`src/rtl/pgge_pkg.sv`:
```
// pgge_pkg: shared types, register indexes and the gray expansion function
// for the packed glyph gray expander. No dependencies.
package pgge_pkg;

	// source pixel formats
	typedef enum logic [1:0] {
		MODE_MONO  = 2'd0,
		MODE_GRAY2 = 2'd1,
		MODE_GRAY4 = 2'd2,
		MODE_GRAY8 = 2'd3
	} pgge_mode_t;

	// configuration register indexes
	localparam logic [1:0] CFG_PIXEL_MODE   = 2'd0;
	localparam logic [1:0] CFG_ROW_WIDTH    = 2'd1;
	localparam logic [1:0] CFG_SOURCE_PITCH = 2'd2;

	localparam int CFG_DATA_W = 11;

	// one accepted byte that yields at least one pixel
	typedef struct packed {
		logic [7:0] data;
		pgge_mode_t mode;
		logic [3:0] count;    // pixels to emit, 1..8
		logic       row_flag; // last pixel of this byte ends the row
	} pgge_item_t;

	// expand the top field of a left-aligned byte to 8-bit gray
	function automatic logic [7:0] pgge_expand(pgge_mode_t mode, logic [7:0] s);
		logic [3:0] v4;
		logic [7:0] g;
		v4 = s[7:4];
		g  = '0;
		unique case (mode)
			MODE_MONO: g = {8{s[7]}};
			MODE_GRAY2: begin
				unique case (s[7:6])
					2'd0: g = 8'd0;
					2'd1: g = 8'd84;
					2'd2: g = 8'd169;
					2'd3: g = 8'd255;
				endcase
			end
			MODE_GRAY4: begin
				// 256*v/15 - 1 is 17*v - 1 below 15
				priority if (v4 == 4'd0) begin
					g = 8'd0;
				end else if (v4 == 4'd15) begin
					g = 8'd255;
				end else begin
					g = {v4, 4'b0000} + {4'b0000, v4} - 8'd1;
				end
			end
			MODE_GRAY8: g = s;
		endcase
		return g;
	endfunction

endpackage

```
`src/rtl/pgge_front.sv`:
```
// pgge_front: configuration registers and row position tracking; works out
// how many pixels each accepted byte yields. Depends on pgge_pkg.
module pgge_front #(
	parameter int MAX_ROW_PIXELS  = 1024,
	parameter int MAX_PITCH_BYTES = 1024
) (
	input  logic                          clk,
	input  logic                          arst_n,
	input  logic                          cfg_valid,
	output logic                          cfg_ready,
	input  logic [1:0]                    cfg_index,
	input  logic [pgge_pkg::CFG_DATA_W-1:0] cfg_data,
	input  logic                          accept,
	input  logic [7:0]                    src_byte,
	output logic                          item_load,
	output pgge_pkg::pgge_item_t          item
);
	import pgge_pkg::*;

	localparam int PW  = $clog2(MAX_ROW_PIXELS + 1);
	localparam int BW  = $clog2(MAX_PITCH_BYTES + 1);
	localparam int MW  = (PW > BW) ? PW : BW;
	localparam int CW  = ((MW > CFG_DATA_W) ? MW : CFG_DATA_W) + 1;

	pgge_mode_t              pixel_mode_q;
	logic [CFG_DATA_W-1:0]   row_width_q;
	logic [CFG_DATA_W-1:0]   source_pitch_q;
	logic [PW-1:0]           pixel_pos_q;
	logic [BW-1:0]           byte_pos_q;

	logic [CW-1:0] rw_x, ps_x, width_x, pitch_x;
	logic [PW-1:0] width, remaining;
	logic [BW-1:0] pitch;
	logic [3:0]    per_byte, count;
	logic          closes;

	assign cfg_ready = 1'b1;

	always_comb begin
		rw_x    = CW'(row_width_q);
		ps_x    = CW'(source_pitch_q);
		width_x = (rw_x > CW'(MAX_ROW_PIXELS)) ? CW'(MAX_ROW_PIXELS) : rw_x;
		priority if (ps_x == '0) begin
			pitch_x = CW'(1);
		end else if (ps_x > CW'(MAX_PITCH_BYTES)) begin
			pitch_x = CW'(MAX_PITCH_BYTES);
		end else begin
			pitch_x = ps_x;
		end
		width     = width_x[PW-1:0];
		pitch     = pitch_x[BW-1:0];
		remaining = (pixel_pos_q < width) ? (width - pixel_pos_q) : '0;
		per_byte  = 4'd8 >> pixel_mode_q;
		count     = (remaining >= PW'(per_byte)) ? per_byte : remaining[3:0];
		closes    = ({1'b0, byte_pos_q} + (BW+1)'(1)) >= {1'b0, pitch};
	end

	assign item_load     = accept && (count != 4'd0);
	assign item.data     = src_byte;
	assign item.mode     = pixel_mode_q;
	assign item.count    = count;
	assign item.row_flag = (remaining <= PW'(per_byte)) || closes;

	always_ff @(posedge clk or negedge arst_n) begin
		if (!arst_n) begin
			pixel_mode_q   <= MODE_MONO;
			row_width_q    <= '0;
			source_pitch_q <= CFG_DATA_W'(1);
			pixel_pos_q    <= '0;
			byte_pos_q     <= '0;
		end else begin
			if (cfg_valid && cfg_ready) begin
				unique case (cfg_index)
					CFG_PIXEL_MODE:   pixel_mode_q   <= pgge_mode_t'(cfg_data[1:0]);
					CFG_ROW_WIDTH:    row_width_q    <= cfg_data;
					CFG_SOURCE_PITCH: source_pitch_q <= cfg_data;
					default: ;
				endcase
			end
			if (accept) begin
				if (closes) begin
					pixel_pos_q <= '0;
					byte_pos_q  <= '0;
				end else begin
					pixel_pos_q <= pixel_pos_q + PW'(count);
					byte_pos_q  <= byte_pos_q + BW'(1);
				end
			end
		end
	end

endmodule

```
`src/rtl/pgge_unpack.sv`:
```
// pgge_unpack: byte holding stage, pixel counter and output register;
// emits one expanded pixel per cycle unless pix_stall holds the output register. Depends on pgge_pkg.
module pgge_unpack (
	input  logic                 clk,
	input  logic                 arst_n,
	input  logic                 item_load,
	input  pgge_pkg::pgge_item_t item,
	output logic                 busy_stall,
	output logic                 pix_valid,
	input  logic                 pix_stall,
	output logic [7:0]           gray_level,
	output logic                 last_of_byte,
	output logic                 row_end
);
	import pgge_pkg::*;

	pgge_item_t item_s1;
	logic       valid_s1;
	logic [2:0] pix_idx_q;
	logic       out_valid_q;
	logic [7:0] gray_q;
	logic       last_q, rend_q;

	logic       adv, last_pix;
	logic [2:0] shamt;
	logic [7:0] field;

	assign adv        = valid_s1 && (!out_valid_q || !pix_stall);
	assign last_pix   = ({1'b0, pix_idx_q} + 4'd1) == item_s1.count;
	assign busy_stall = valid_s1 && !(adv && last_pix);
	assign shamt      = 3'(pix_idx_q << item_s1.mode);
	assign field      = item_s1.data << shamt;

	always_ff @(posedge clk or negedge arst_n) begin
		if (!arst_n) begin
			valid_s1    <= 1'b0;
			pix_idx_q   <= '0;
			out_valid_q <= 1'b0;
		end else begin
			if (item_load) begin
				valid_s1  <= 1'b1;
				pix_idx_q <= '0;
			end else if (adv) begin
				if (last_pix) begin
					valid_s1 <= 1'b0;
				end
				pix_idx_q <= pix_idx_q + 3'd1;
			end
			if (adv) begin
				out_valid_q <= 1'b1;
			end else if (!pix_stall) begin
				out_valid_q <= 1'b0;
			end
		end
	end

	always_ff @(posedge clk) begin
		if (item_load) begin
			item_s1 <= item;
		end
		if (adv) begin
			gray_q <= pgge_expand(item_s1.mode, field);
			last_q <= last_pix;
			rend_q <= last_pix && item_s1.row_flag;
		end
	end

	assign pix_valid    = out_valid_q;
	assign gray_level   = gray_q;
	assign last_of_byte = last_q;
	assign row_end      = rend_q;

endmodule

```
`src/rtl/packed_glyph_gray_expander_unit.sv`:
```
// packed_glyph_gray_expander_unit: top level of the packed bitmap to 8-bit
// gray expander. Depends on pgge_pkg, pgge_front and pgge_unpack.
//
//   channel  | handshake              | payload
//   ---------+------------------------+-----------------------------------
//   src      | src_valid / src_stall  | src_byte
//   pix      | pix_valid / pix_stall  | gray_level, last_of_byte, row_end
//   cfg      | cfg_valid / cfg_ready  | cfg_index, cfg_data
//
// Each source byte yields 8, 4, 2 or 1 pixels (mono, 2bpp, 4bpp, 8bpp),
// fewer at a row's end, none for padding; the output register moves one
// pixel per cycle unless pix_stall holds it, and a byte holds the unpack
// stage until its last pixel moves on. A transaction on src is taken in
// the cycle its predecessor hands over its last pixel. Padding bytes do
// not enter the unpack stage. A byte's first pixel passes the holding
// stage and then the output register, which it enters once that is free.
// arst_n clears the configuration to its defaults and the row positions.
// pix_stall holds the output register and, through it, src.
module packed_glyph_gray_expander_unit #(
	parameter int MAX_ROW_PIXELS  = 1024,
	parameter int MAX_PITCH_BYTES = 1024
) (
	input  logic                            clk,
	input  logic                            arst_n,
	// configuration writes
	input  logic                            cfg_valid,
	output logic                            cfg_ready,
	input  logic [1:0]                      cfg_index,
	input  logic [pgge_pkg::CFG_DATA_W-1:0] cfg_data,
	// source bytes
	input  logic                            src_valid,
	output logic                            src_stall,
	input  logic [7:0]                      src_byte,
	// gray pixels
	output logic                            pix_valid,
	input  logic                            pix_stall,
	output logic [7:0]                      gray_level,
	output logic                            last_of_byte,
	output logic                            row_end
);
	import pgge_pkg::*;

	logic       accept;
	logic       item_load;
	pgge_item_t item;

	// a byte transaction completes when valid meets a free unpack stage
	assign accept = src_valid && !src_stall;

	// positions, counts and row-end flag per byte
	pgge_front #(
		.MAX_ROW_PIXELS (MAX_ROW_PIXELS),
		.MAX_PITCH_BYTES(MAX_PITCH_BYTES)
	) u_front (
		.clk      (clk),
		.arst_n   (arst_n),
		.cfg_valid(cfg_valid),
		.cfg_ready(cfg_ready),
		.cfg_index(cfg_index),
		.cfg_data (cfg_data),
		.accept   (accept),
		.src_byte (src_byte),
		.item_load(item_load),
		.item     (item)
	);

	// per-pixel serialization and output register
	pgge_unpack u_unpack (
		.clk         (clk),
		.arst_n      (arst_n),
		.item_load   (item_load),
		.item        (item),
		.busy_stall  (src_stall),
		.pix_valid   (pix_valid),
		.pix_stall   (pix_stall),
		.gray_level  (gray_level),
		.last_of_byte(last_of_byte),
		.row_end     (row_end)
	);

endmodule

```
`config.mk`:
```
export PLATFORM = sky130hd
export DESIGN_NAME = packed_glyph_gray_expander_unit
export DESIGN_NICKNAME = d
export VERILOG_FILES = /design/src/rtl/pgge_pkg.sv /design/src/rtl/pgge_front.sv /design/src/rtl/pgge_unpack.sv /design/src/rtl/packed_glyph_gray_expander_unit.sv
export SDC_FILE = /design/constraint.sdc
export NUM_CORES = 1
export LEC_CHECK = 0
export BUFFER_PORTS_ARGS = -buffer_cell sky130_fd_sc_hd__clkbuf_2
export CAP_MARGIN = 0
export CORE_ASPECT_RATIO = 1.25
export CORE_UTILIZATION = 54
export DETAILED_ROUTE_END_ITERATION = 10
export PLACE_DENSITY = 0.73
export SYNTH_ARGS = -nofsm -noshare
export SYNTH_HDL_FRONTEND = slang
export SYNTH_HIERARCHICAL = 1
export SYNTH_SLANG_ARGS = --single-unit
```
`constraint.sdc`:
```
create_clock -name clk -period 17.1 [get_ports clk]
set_input_delay 3.42 -clock clk [delete_from_list [all_inputs] [get_ports clk]]
set_output_delay 3.42 -clock clk [all_outputs]
set_load 0.02 [all_outputs]
```
# Yosys cells after proc, flatten, opt, wreduce, memory -nomap -nowiden
# Index checks and enable logic that the tools add are counted.
[op_classes] n_addsub=8 mul=0 div_mod_pow=0 n_lt_le_gt_ge=6 eq_ne=11 n_shift=3 muxes=18 n_bitwise=0 n_reduce_logical=24
[ops] op="$mux 11" n=6
[ops] op="$pmux 8 s4" n=2
[ops] op="$gt 11x11->1 const B" n=2
[ops] op="$mux 8" n=2
[ops] op="$add 11x1->12 const B" n=1
[ops] op="$ge 12x11->1" n=1
[ops] op="$add 11x1->11 const B" n=1
[ops] op="$add 11x4->11" n=1
[ops] op="$ge 11x4->1" n=1
[ops] op="$le 11x4->1" n=1
[ops] op="$logic_not 11->1" n=1
[ops] op="$lt 11x11->1" n=1
[ops] op="$sub 11x11->11" n=1
[ops] op="$eq 2x2->1 const B" n=5
[ops] op="$add 8x4->8" n=1
[ops] op="$reduce_and 2->1" n=4
[ops] op="$shl 8x3->8" n=1
[ops] op="$sub 8x1->8 const B" n=1
[ops] op="$eq 2x1->1 const B" n=3
[ops] op="$logic_and 1x1->1" n=6
[ops] op="$logic_not 2->1" n=3
[ops] op="$mux 3" n=2
[ops] op="$mux 1" n=5
[ops] op="$add 3x1->4 const B" n=1
[ops] op="other kinds (12)" n=17
[word_totals] ff_bits=76 latchBits=0 mem_bits_rw=0 rom_bits=0 input_bits=26 output_inout_bits=13 elab_cells=85 memories=0

# Logic depth before layout (Yosys ltp)
# Gate-level depths: netlist of run 1.
[logic_depth] ltp_word=11 mapped_depth=30 depth_no_buf=28

# By module
# Netlist of run 1, hierarchy kept.
[modules_own_cells] module="pgge_front" n_inst=1 cells_per_inst=362 area_per_inst_um2=3402.0 seq_area_each_um2=1152.4
[modules_own_cells] module="pgge_unpack" n_inst=1 cells_per_inst=149 area_per_inst_um2=1641.6 seq_area_each_um2=875.8
[modules_own_cells] module="packed_glyph_gray_expander_unit" n_inst=1 cells_per_inst=1 area_per_inst_um2=13.8 seq_area_each_um2=0.0

# Worst setup path after synthesis of run 1
# Ideal clock, no wire load.
[synth_path] path_type="input-to-output" start="input pix_stall" end="output src_stall" arrival_time_ns=4.001 required_ns=13.680 setup_slack_ns=9.679 stages=2 path_buffers=0 cell_sequence="nand2_1 -> a21boi_1"
[synth_via] elab_chain_len=6
[synth_rtl] item="start, declared" line_no="packed_glyph_gray_expander_unit.sv:36" rtl="input logic pix_stall,"
[synth_rtl] item="$logic_not 1->1" line_no="pgge_unpack.sv:28" rtl="assign adv = valid_s1 && (!out_valid_q || !pix_stall);"
[synth_rtl] item="$logic_or 1x1->1" line_no="pgge_unpack.sv:28"
[synth_rtl] item="$logic_and 1x1->1" line_no="pgge_unpack.sv:28"
[synth_rtl] item="$logic_and 1x1->1" line_no="pgge_unpack.sv:30" rtl="assign busy_stall = valid_s1 && !(adv && last_pix);"
[synth_rtl] item="$logic_not 1->1" line_no="pgge_unpack.sv:30"
[synth_rtl] item="$logic_and 1x1->1" line_no="pgge_unpack.sv:30"
[synth_rtl] item="end, declared" line_no="packed_glyph_gray_expander_unit.sv:32" rtl="output logic src_stall,"
# Every way passes these cells.

# Final worst setup path of run 1
# Ends and elaborated chain as after synthesis.

==> impl_metrics.toml, run 1 <==
[timing]
clock.fmax_mhz = 133
timing.final.crit_share_pct = 44.1
relSlewSlack_pct = 29.5
setup_viol = 0
fin_setup_tns_ps = 0
whs_ps = 487
rsz0062_at_grt = "no"
tightest_slew_ps = 1060
drv_slew = 0
hold_viol_final = 0
layout_min_cycle_time_ps = 7550
layout_setup_ws_ps = 9550
finClkSkew_ps = 4.93

[pwr]
p_sw_uw = 411
powerDensity_mw_per_mm2 = 177
pwr-share-seq_pct = 31.8
p_comb_share_pct = 50.9
p_leak_nw = 2.37
clkPwrFrac_pct = 17.3
p_int_uw = 565
vdd_ir_drop_max_uv = 77.9
sw_frac_of_total_pct = 42.1
total_power_uw = 975

[clocking]
path_clk_slew_ps = 60
cts_sinks = 76
ctsLongestPathBuffers = 2
post_cts_resized = 0
cts_made_buffers = 9
clock-root-buffer = "clkbuf_16"
hold_buffers = 0
cts_tree = "built"
clock_latency_ps = 330
cts_setup_buffers = 0
htree_levels = 3

[status]
outcome = "finished clean"

[logic_synthesis]
synth_area_mm2 = 0.00506
synth_edf_count = 25
synth_top_area_share_pct = 24.7
synth_warnings = 6
synthCells = 512
synth_ff_type = "dfrtp_1"
synthArstFlopShare_pct = 67.1
synth-seq-cells = 76
yosysTopAreaCell = "dfrtp_1"
syn-mean-instance-area_um2 = 9.88
syn_nets = 573
seq_area_frac_synth_pct = 40.1
synth_cell_type_count = 77
yosys-top-cells-area = "dfrtp_1, edfxtp_1, ha_1"

[global_routing]
met2_usage_pct = 42.7
grtUsageMet3_pct = 4.17
grt_busiest_layer = "met2"
grt_pass1_vias = 3675
antenna_found_initial = 0
grt_overflow = 0
met1_usage_pct = 26.8
track_usage_pct = 23.2
grt_pass1_wl_um = 17100
grt_start_max_net_pins = 52

[cells_and_area]
layoutNonFillerInstCount = 659
syn2layout_area_growth_pct = 9.13
mostFrequentLayoutCells = "dfrtp_1, nand2_1, clkbuf_2"
antenna_cells = 0
layout.nets = 592
design_area_mm2 = 0.00552
layout-drive-gt1-share_pct = 18.3
final_common_cell = "dfrtp_1"
fin_util_pct = 60.5

[route]
drt_iter0_markers = 154
post-route-drc-count = 0
vias_per_cell = 5.76
vias = 3799
first_pass_iters = 4
drtAntennaViolNets = 0
drt_wl_total_um = 10200
wl_per_cell_um = 15.5

[worst_setup_path]
ff2ff_setup_slack_ps = 10820
setup.worst_path.end = "src_stall"
crit_path_start = "pix_stall"
r2r_start = "u_front/row_width_q[10]"
cp.arrival_ps = 4130
worstSetupStartpointType = "input port"
cp.required_ps = 13680
reg2reg_depth = 28
end_kind = "output pin"
cp_max_fo = 3
rr_endpoint = "u_front/pixel_pos_q[10]"
critPathKind = "in -> out"

[placement]
place_inst = 643
port_buffers = 37
dpl.hpwl_um = 7850
place_congestion = 0.877
pre_cts_slack_ps = 9550
place_area_mm2 = 0.00525

[floorplan]
pin_count = 39
num_rows = 39
design.core.area_mm2 = 0.00913
die-height_um = 110
initial_utilization_pct = 55.4
die_w_um = 88.6
die_area_mm2 = 0.00976

[min_path]
hold_path.class = "reg -> reg"

[job]
cap_violations = 0
-- registers in the layout, summed over array words and instances (netlist names), 2 cells and up --
signal and cells:
u_front/byte_pos_q 11, u_front/row_width_q 11, u_front/source_pitch_q 11, u_unpack/gray_level 8, u_unpack/item_s1 15, u_unpack/pix_idx_q 3
u_front/pixel_pos_q 11, u_front/pixel_mode_q 2
-- power groups by stage --
stage                     combinational, mW  clock [mW]  sequential, mW
after floorplan                       0.395           0           0.305
after global placement                0.480           0           0.312
after detailed placement              0.494           0           0.313
after CTS                             0.497       0.173           0.310
after global routing                  0.554       0.179           0.319
final                                 0.496       0.168           0.311
-- area by class of cell --
| cell class | count | area (µm²) |
|---|---|---|
| Clock buffer | 9 | 225 |
| Timing Repair Buffer | 38 | 193 |
| Inverter | 26 | 97.6 |
| Sequential cell | 76 | 2030 |
| Clock inverter | 7 | 43.8 |
| Fill cell | 811 | 3610 |
| Multi-Input combinational cell | 380 | 2780 |
| Tap cell | 123 | 154 |
-- synthesized netlist by cell type (12+ instances only) --
| library cell | instances |
|---|---|
| nor2b_1 | 23 |
| clkbuf_1 | 16 |
| inv_1 | 23 |
| xnor2_1 | 18 |
| nand3_1 | 14 |
| edfxtp_1 | 25 |
| nor2_1 | 23 |
| ha_1 | 33 |
| mux2_2 | 24 |
| nor3_1 | 12 |
| nand2_1 | 41 |
| dfrtp_1 | 50 |
| a21oi_1 | 27 |
| o21ai_0 | 22 |
-- critical path, cell delays in order --
cell	delay, ps
clkbuf_2	70
nand2_1	60
a21boi_1	330
clkbuf_2	240
-- worst min path at each step --
stage,start,to,slack [ps],depth (start not counted)
after global placement,u_unpack/valid_s1,u_unpack/pix_valid,470,1
after CTS,u_unpack/valid_s1,u_unpack/pix_valid,500,1
after floorplan,u_unpack/valid_s1,u_unpack/pix_valid,440,1
final,u_unpack/valid_s1,u_unpack/pix_valid,490,1
after detailed placement,u_unpack/valid_s1,u_unpack/pix_valid,480,1
after global routing,u_unpack/valid_s1,u_unpack/pix_valid,520,1
-- routing by layer --
| metal | up-vias | wire (µm) |
|---|---|---|
| met4 | 0 | 68 |
| met3 | 4 | 309 |
| met2 | 83 | 5500 |
| met1 | 1829 | 4370 |
| met5 | - | 0 |
| li1 | 1883 | - |
-- kinds of logic after synthesis --
kind of cell             Yosys count  share of synthesized area [%]
AND/OR/NAND/NOR                  160                           17.0
AO/OA/AOI/OAI                    120                           16.1
flip-flops                        76                           40.1
buffers and inverters             56                           5.05
multiplexers                      36                           7.89
adder cells (fa/ha/maj)           35                           8.96
XOR/XNOR                          28                           4.85
other                              1                         0.0741
Power figures use the tool's default switching activity.
==> run 2: changes to the inputs <==
- clock period: 17.1 -> 7.6 ns (I/O delays scaled with it)
==> impl_metrics.toml, run 2 (synthesis results as in run 1) <==
[status]
outcome = "finished clean"

[clocking]
cts_setup_buffers = 0
clock_latency_ps = 330
path_clk_slew_ps = 70
hold_buffers = 0
ctsLongestPathBuffers = 2
cts_made_buffers = 9
post_cts_resized = 0
htree_levels = 3
cts_tree = "built"
clock-root-buffer = "clkbuf_16"
cts_sinks = 76

[timing]
fin_setup_tns_ps = 0
clock.fmax_mhz = 163
layout_min_cycle_time_ps = 6120
hold_viol_final = 0
relSlewSlack_pct = 30.3
drv_slew = 0
rsz0062_at_grt = "no"
setup_viol = 0
timing.final.crit_share_pct = 80.6
layout_setup_ws_ps = 1480
tightest_slew_ps = 1050
finClkSkew_ps = 7.76

[worst_setup_path]
cp_max_fo = 12
cp.required_ps = 7790
end_kind = "flop"
rr_endpoint = "u_front/pixel_pos_q[10]"
reg2reg_depth = 28
slowest_stage = "dfrtp_1"
cp.arrival_ps = 6310
critPathKind = "reg -> reg"
critPathMaxStageDelay_ps = 490
critPathMostFrequentCell = "nor2b_1"
ff2ff_setup_slack_ps = 1480
r2r_start = "u_front/row_width_q[10]"
worstSetupStartpointType = "flop"

[cells_and_area]
largest_register = "u_unpack/item_s1"
syn2layout_area_growth_pct = 10.7
largest_reg_flops = 15
final_common_cell = "dfrtp_1"
fill_cells = 791
layout-drive-gt1-share_pct = 18.3
layout.nets = 592
mostFrequentLayoutCells = "dfrtp_1, nand2_1, clkbuf_2"
antenna_cells = 0

[global_routing]
grt_start_max_net_pins = 52
grt_pass1_wl_um = 17900
grt_pass1_vias = 3821
grt_overflow = 0
track_usage_pct = 24.3
antenna_found_initial = 0

[placement]
place_congestion = 0.888
dpl.hpwl_um = 8190
port_buffers = 37
pre_cts_slack_ps = 1570

[min_path]
worstHoldStart = "u_unpack/valid_s1"
hold_end = "u_unpack/pix_valid"
hold_path.class = "reg -> reg"
whs_path_depth = 1

[job]
cap_violations = 0

[pwr]
p_leak_nw = 2.40
vdd_ir_drop_max_uv = 202
powerDensity_mw_per_mm2 = 416

[floorplan]
design.core.area_mm2 = 0.00913
num_rows = 39
pin_count = 39
die-height_um = 110
die_area_mm2 = 0.00976
initial_utilization_pct = 55.4
die_w_um = 88.6

[route]
drt_wl_total_um = 11000
drtAntennaViolNets = 0
post-route-drc-count = 0
wl_per_cell_um = 16.6
first_pass_iters = 4
drt_iter0_markers = 238
vias_per_cell = 5.88
vias = 3874
==> run 2: changes by cell type in the layout (fill, tap and decap cells not counted) <==
cell	previous run	this run
bufinv_16	0	3
clkinv_4	1	0
inv_6	0	2
clkinv_2	4	0
==> run 2: critical path, delay by kind of cell, from the launching register on <==
family	cells	cell delay [ps]
flip-flops	1	490
multiplexers	1	80
AND/OR/NAND/NOR	11	1790
XOR/XNOR	1	140
buffers and inverters	1	60
adder cells (fa/ha/maj)	4	1240
AO/OA/AOI/OAI	10	2200
==> run 2: how the worst max path moves through the flow <==
stage	startpoint	to
finish	u_front/row_width_q[10]	u_front/pixel_pos_q[10]
global route	u_front/row_width_q[10]	u_front/pixel_pos_q[10]
CTS	u_front/row_width_q[10]	u_front/pixel_pos_q[10]
detailed placement	u_front/row_width_q[10]	u_front/pixel_pos_q[10]
global placement	u_front/row_width_q[10]	u_front/pixel_pos_q[10]
floorplan	u_front/row_width_q[10]	u_front/pixel_pos_q[10]
==> run 2: routing by layer <==
layer	vias up	wire length (µm)	track usage, %
met5	-	0	0
met4	0	192	9.33
met3	17	256	4.02
met2	80	5830	44.1
met1	1890	4690	28.4
li1	1887	-	-
==> run 2: through the flow <==
step                power [mW]  instances  cell area [µm²]  util, %  hold WS [ps]
floorplan                 1.57        512             5060        -           442
detailed placement        1.82        643             5250     57.5           482
global route              2.50        659             5600     61.3           515
global placement          1.79        643             5250     57.5           452
finish                    2.33        659             5600     61.3           494
CTS                       2.33        659             5600     61.3           502
==> run 2: where the power goes <==
part           switching (mW)  total (mW)  internal, mW
logic                   0.655        1.13         0.474
clock network           0.173       0.496         0.323
registers               0.126       0.703         0.578
total                   0.953        2.33          1.38
==> run 2: final cells by class <==
class | instances | area [µm²] | area share (%)
well taps | 123 | 154 | 2.75
multi-input cells | 380 | 2780 | 49.6
clock inverters | 7 | 123 | 2.19
clock buffers | 9 | 225 | 4.02
repair buffers | 38 | 193 | 3.44
flip-flops and latches | 76 | 2030 | 36.2
inverters | 26 | 97.6 | 1.74
==> run 3: changes to the inputs <==
- clock period: 7.6 -> 5.76 ns (I/O delays scaled with it)
==> impl_metrics.toml, run 3 (synthesis results as in run 1) <==
[worst_setup_path]
reg2reg_depth = 28
slowest_stage = "fa_1"
crit_path_start = "u_front/row_width_q[10]"
cp.required_ps = 5940
end_kind = "flop"
critPathMaxStageDelay_ps = 430
cp.arrival_ps = 5630
ff2ff_setup_slack_ps = 310
cp_max_fo = 11
critPathKind = "reg -> reg"
setup.worst_path.end = "u_front/pixel_pos_q[10]"
worstSetupStartpointType = "flop"
rr_endpoint = "u_front/pixel_pos_q[10]"
r2r_start = "u_front/row_width_q[10]"

[global_routing]
grt_pass1_wl_um = 17700
grt_pass1_vias = 3683
grt_start_max_net_pins = 52
grt_overflow = 0
track_usage_pct = 24.1
antenna_found_initial = 0

[timing]
fin_setup_tns_ps = 0
layout_setup_ws_ps = 313
clock.fmax_mhz = 184
relSlewSlack_pct = 31.0
layout_min_cycle_time_ps = 5450
timing.final.crit_share_pct = 94.6
setup_viol = 0
drv_slew = 0
hold_viol_final = 0
finClkSkew_ps = 5.25
tightest_slew_ps = 1040

[cells_and_area]
layout-drive-gt1-share_pct = 19.6
design_area_mm2 = 0.00559
mostFrequentLayoutCells = "dfrtp_1, nand2_1, clkbuf_2"
final_common_cell = "dfrtp_1"
largest_reg_flops = 15
antenna_cells = 0
largest_register = "u_unpack/item_s1"
syn2layout_area_growth_pct = 10.6
fin_util_pct = 61.3
layout.nets = 596

[clocking]
htree_levels = 3
ctsLongestPathBuffers = 2
cts_sinks = 76
cts_made_buffers = 9
clock-root-buffer = "clkbuf_16"
clock_latency_ps = 330
path_clk_slew_ps = 60
cts_tree = "built"

[pwr]
vdd_ir_drop_max_uv = 233
powerDensity_mw_per_mm2 = 542
p_leak_nw = 2.40

[placement]
pre_cts_slack_ps = 270
place_area_mm2 = 0.00527
place_congestion = 0.898
port_buffers = 37
dpl.hpwl_um = 8150

[floorplan]
initial_utilization_pct = 55.4
die_w_um = 88.6
num_rows = 39
die_area_mm2 = 0.00976
pin_count = 39
die-height_um = 110
design.core.area_mm2 = 0.00913

[route]
drtAntennaViolNets = 0
drt_wl_total_um = 10800
wl_per_cell_um = 16.3
post-route-drc-count = 0
vias = 3909
first_pass_iters = 5
drt_iter0_markers = 200
vias_per_cell = 5.90

[status]
outcome = "finished clean"

[job]
cap_violations = 0

[min_path]
hold_path.class = "reg -> reg"
whs_path_depth = 1
==> run 3: cell type report <==
cell class,instances,area (µm²)
Clock buffer,9,225
Timing Repair Buffer,42,223
Inverter,26,97.6
Clock inverter,7,76.3
Tap cell,123,154
Fill cell,791,3530
Multi-Input combinational cell,380,2790
Sequential cell,76,2030
==> run 3: critical path: cells and delay by family (launching register included) <==
kind	cells	cell delay, ps
mux	1	260
compound gates	11	1830
xor+xnor	1	150
buf+inv	3	500
fa+ha+maj	3	1020
flops	1	390
simple gates	9	1140
==> run 3: through the flow <==
stage | std cells | power, mW | hold WS, ps
global placement | 645 | 2.36 | 450
finish | 663 | 3.03 | 490
CTS | 661 | 2.99 | 496
global route | 663 | 3.26 | 516
detailed placement | 645 | 2.42 | 478
floorplan | 512 | 2.08 | 442
==> run 3: how the worst min path moves through the flow <==
| stage | startpoint | to | slack (ps) |
|---|---|---|---|
| final | u_unpack/valid_s1 | u_unpack/pix_valid | 490 |
| after global routing | u_front/row_width_q[5] | u_front/row_width_q[5] | 520 |
| after CTS | u_unpack/valid_s1 | u_unpack/pix_valid | 500 |
| after global placement | u_unpack/valid_s1 | u_unpack/pix_valid | 450 |
| after floorplan | u_unpack/valid_s1 | u_unpack/pix_valid | 440 |
| after detailed placement | u_unpack/valid_s1 | u_unpack/pix_valid | 480 |
==> run 3: timing repair <==
| item | in CTS | in global routing |
|---|---|---|
| setup endpoints to repair | 0 | 4 |
| hold buffers | 0 | 0 |
| setup buffers | 0 | 2 |
| gates resized for setup | 0 | 6 |
==> run 3: where the power goes <==
part | internal, mW | total (mW) | switching (mW) | leakage [nW]
combinational | 0.671 | 1.55 | 0.877 | 1.39
sequential | 0.763 | 0.925 | 0.162 | 0.869
clock | 0.337 | 0.561 | 0.223 | 0.142
==> run 3: per-layer routing <==
layer	share of wire [%]	global-route usage, %
met5	0	0
met4	2.3	8.99
met3	3.4	3.80
met2	53	44.1
met1	42	28.1
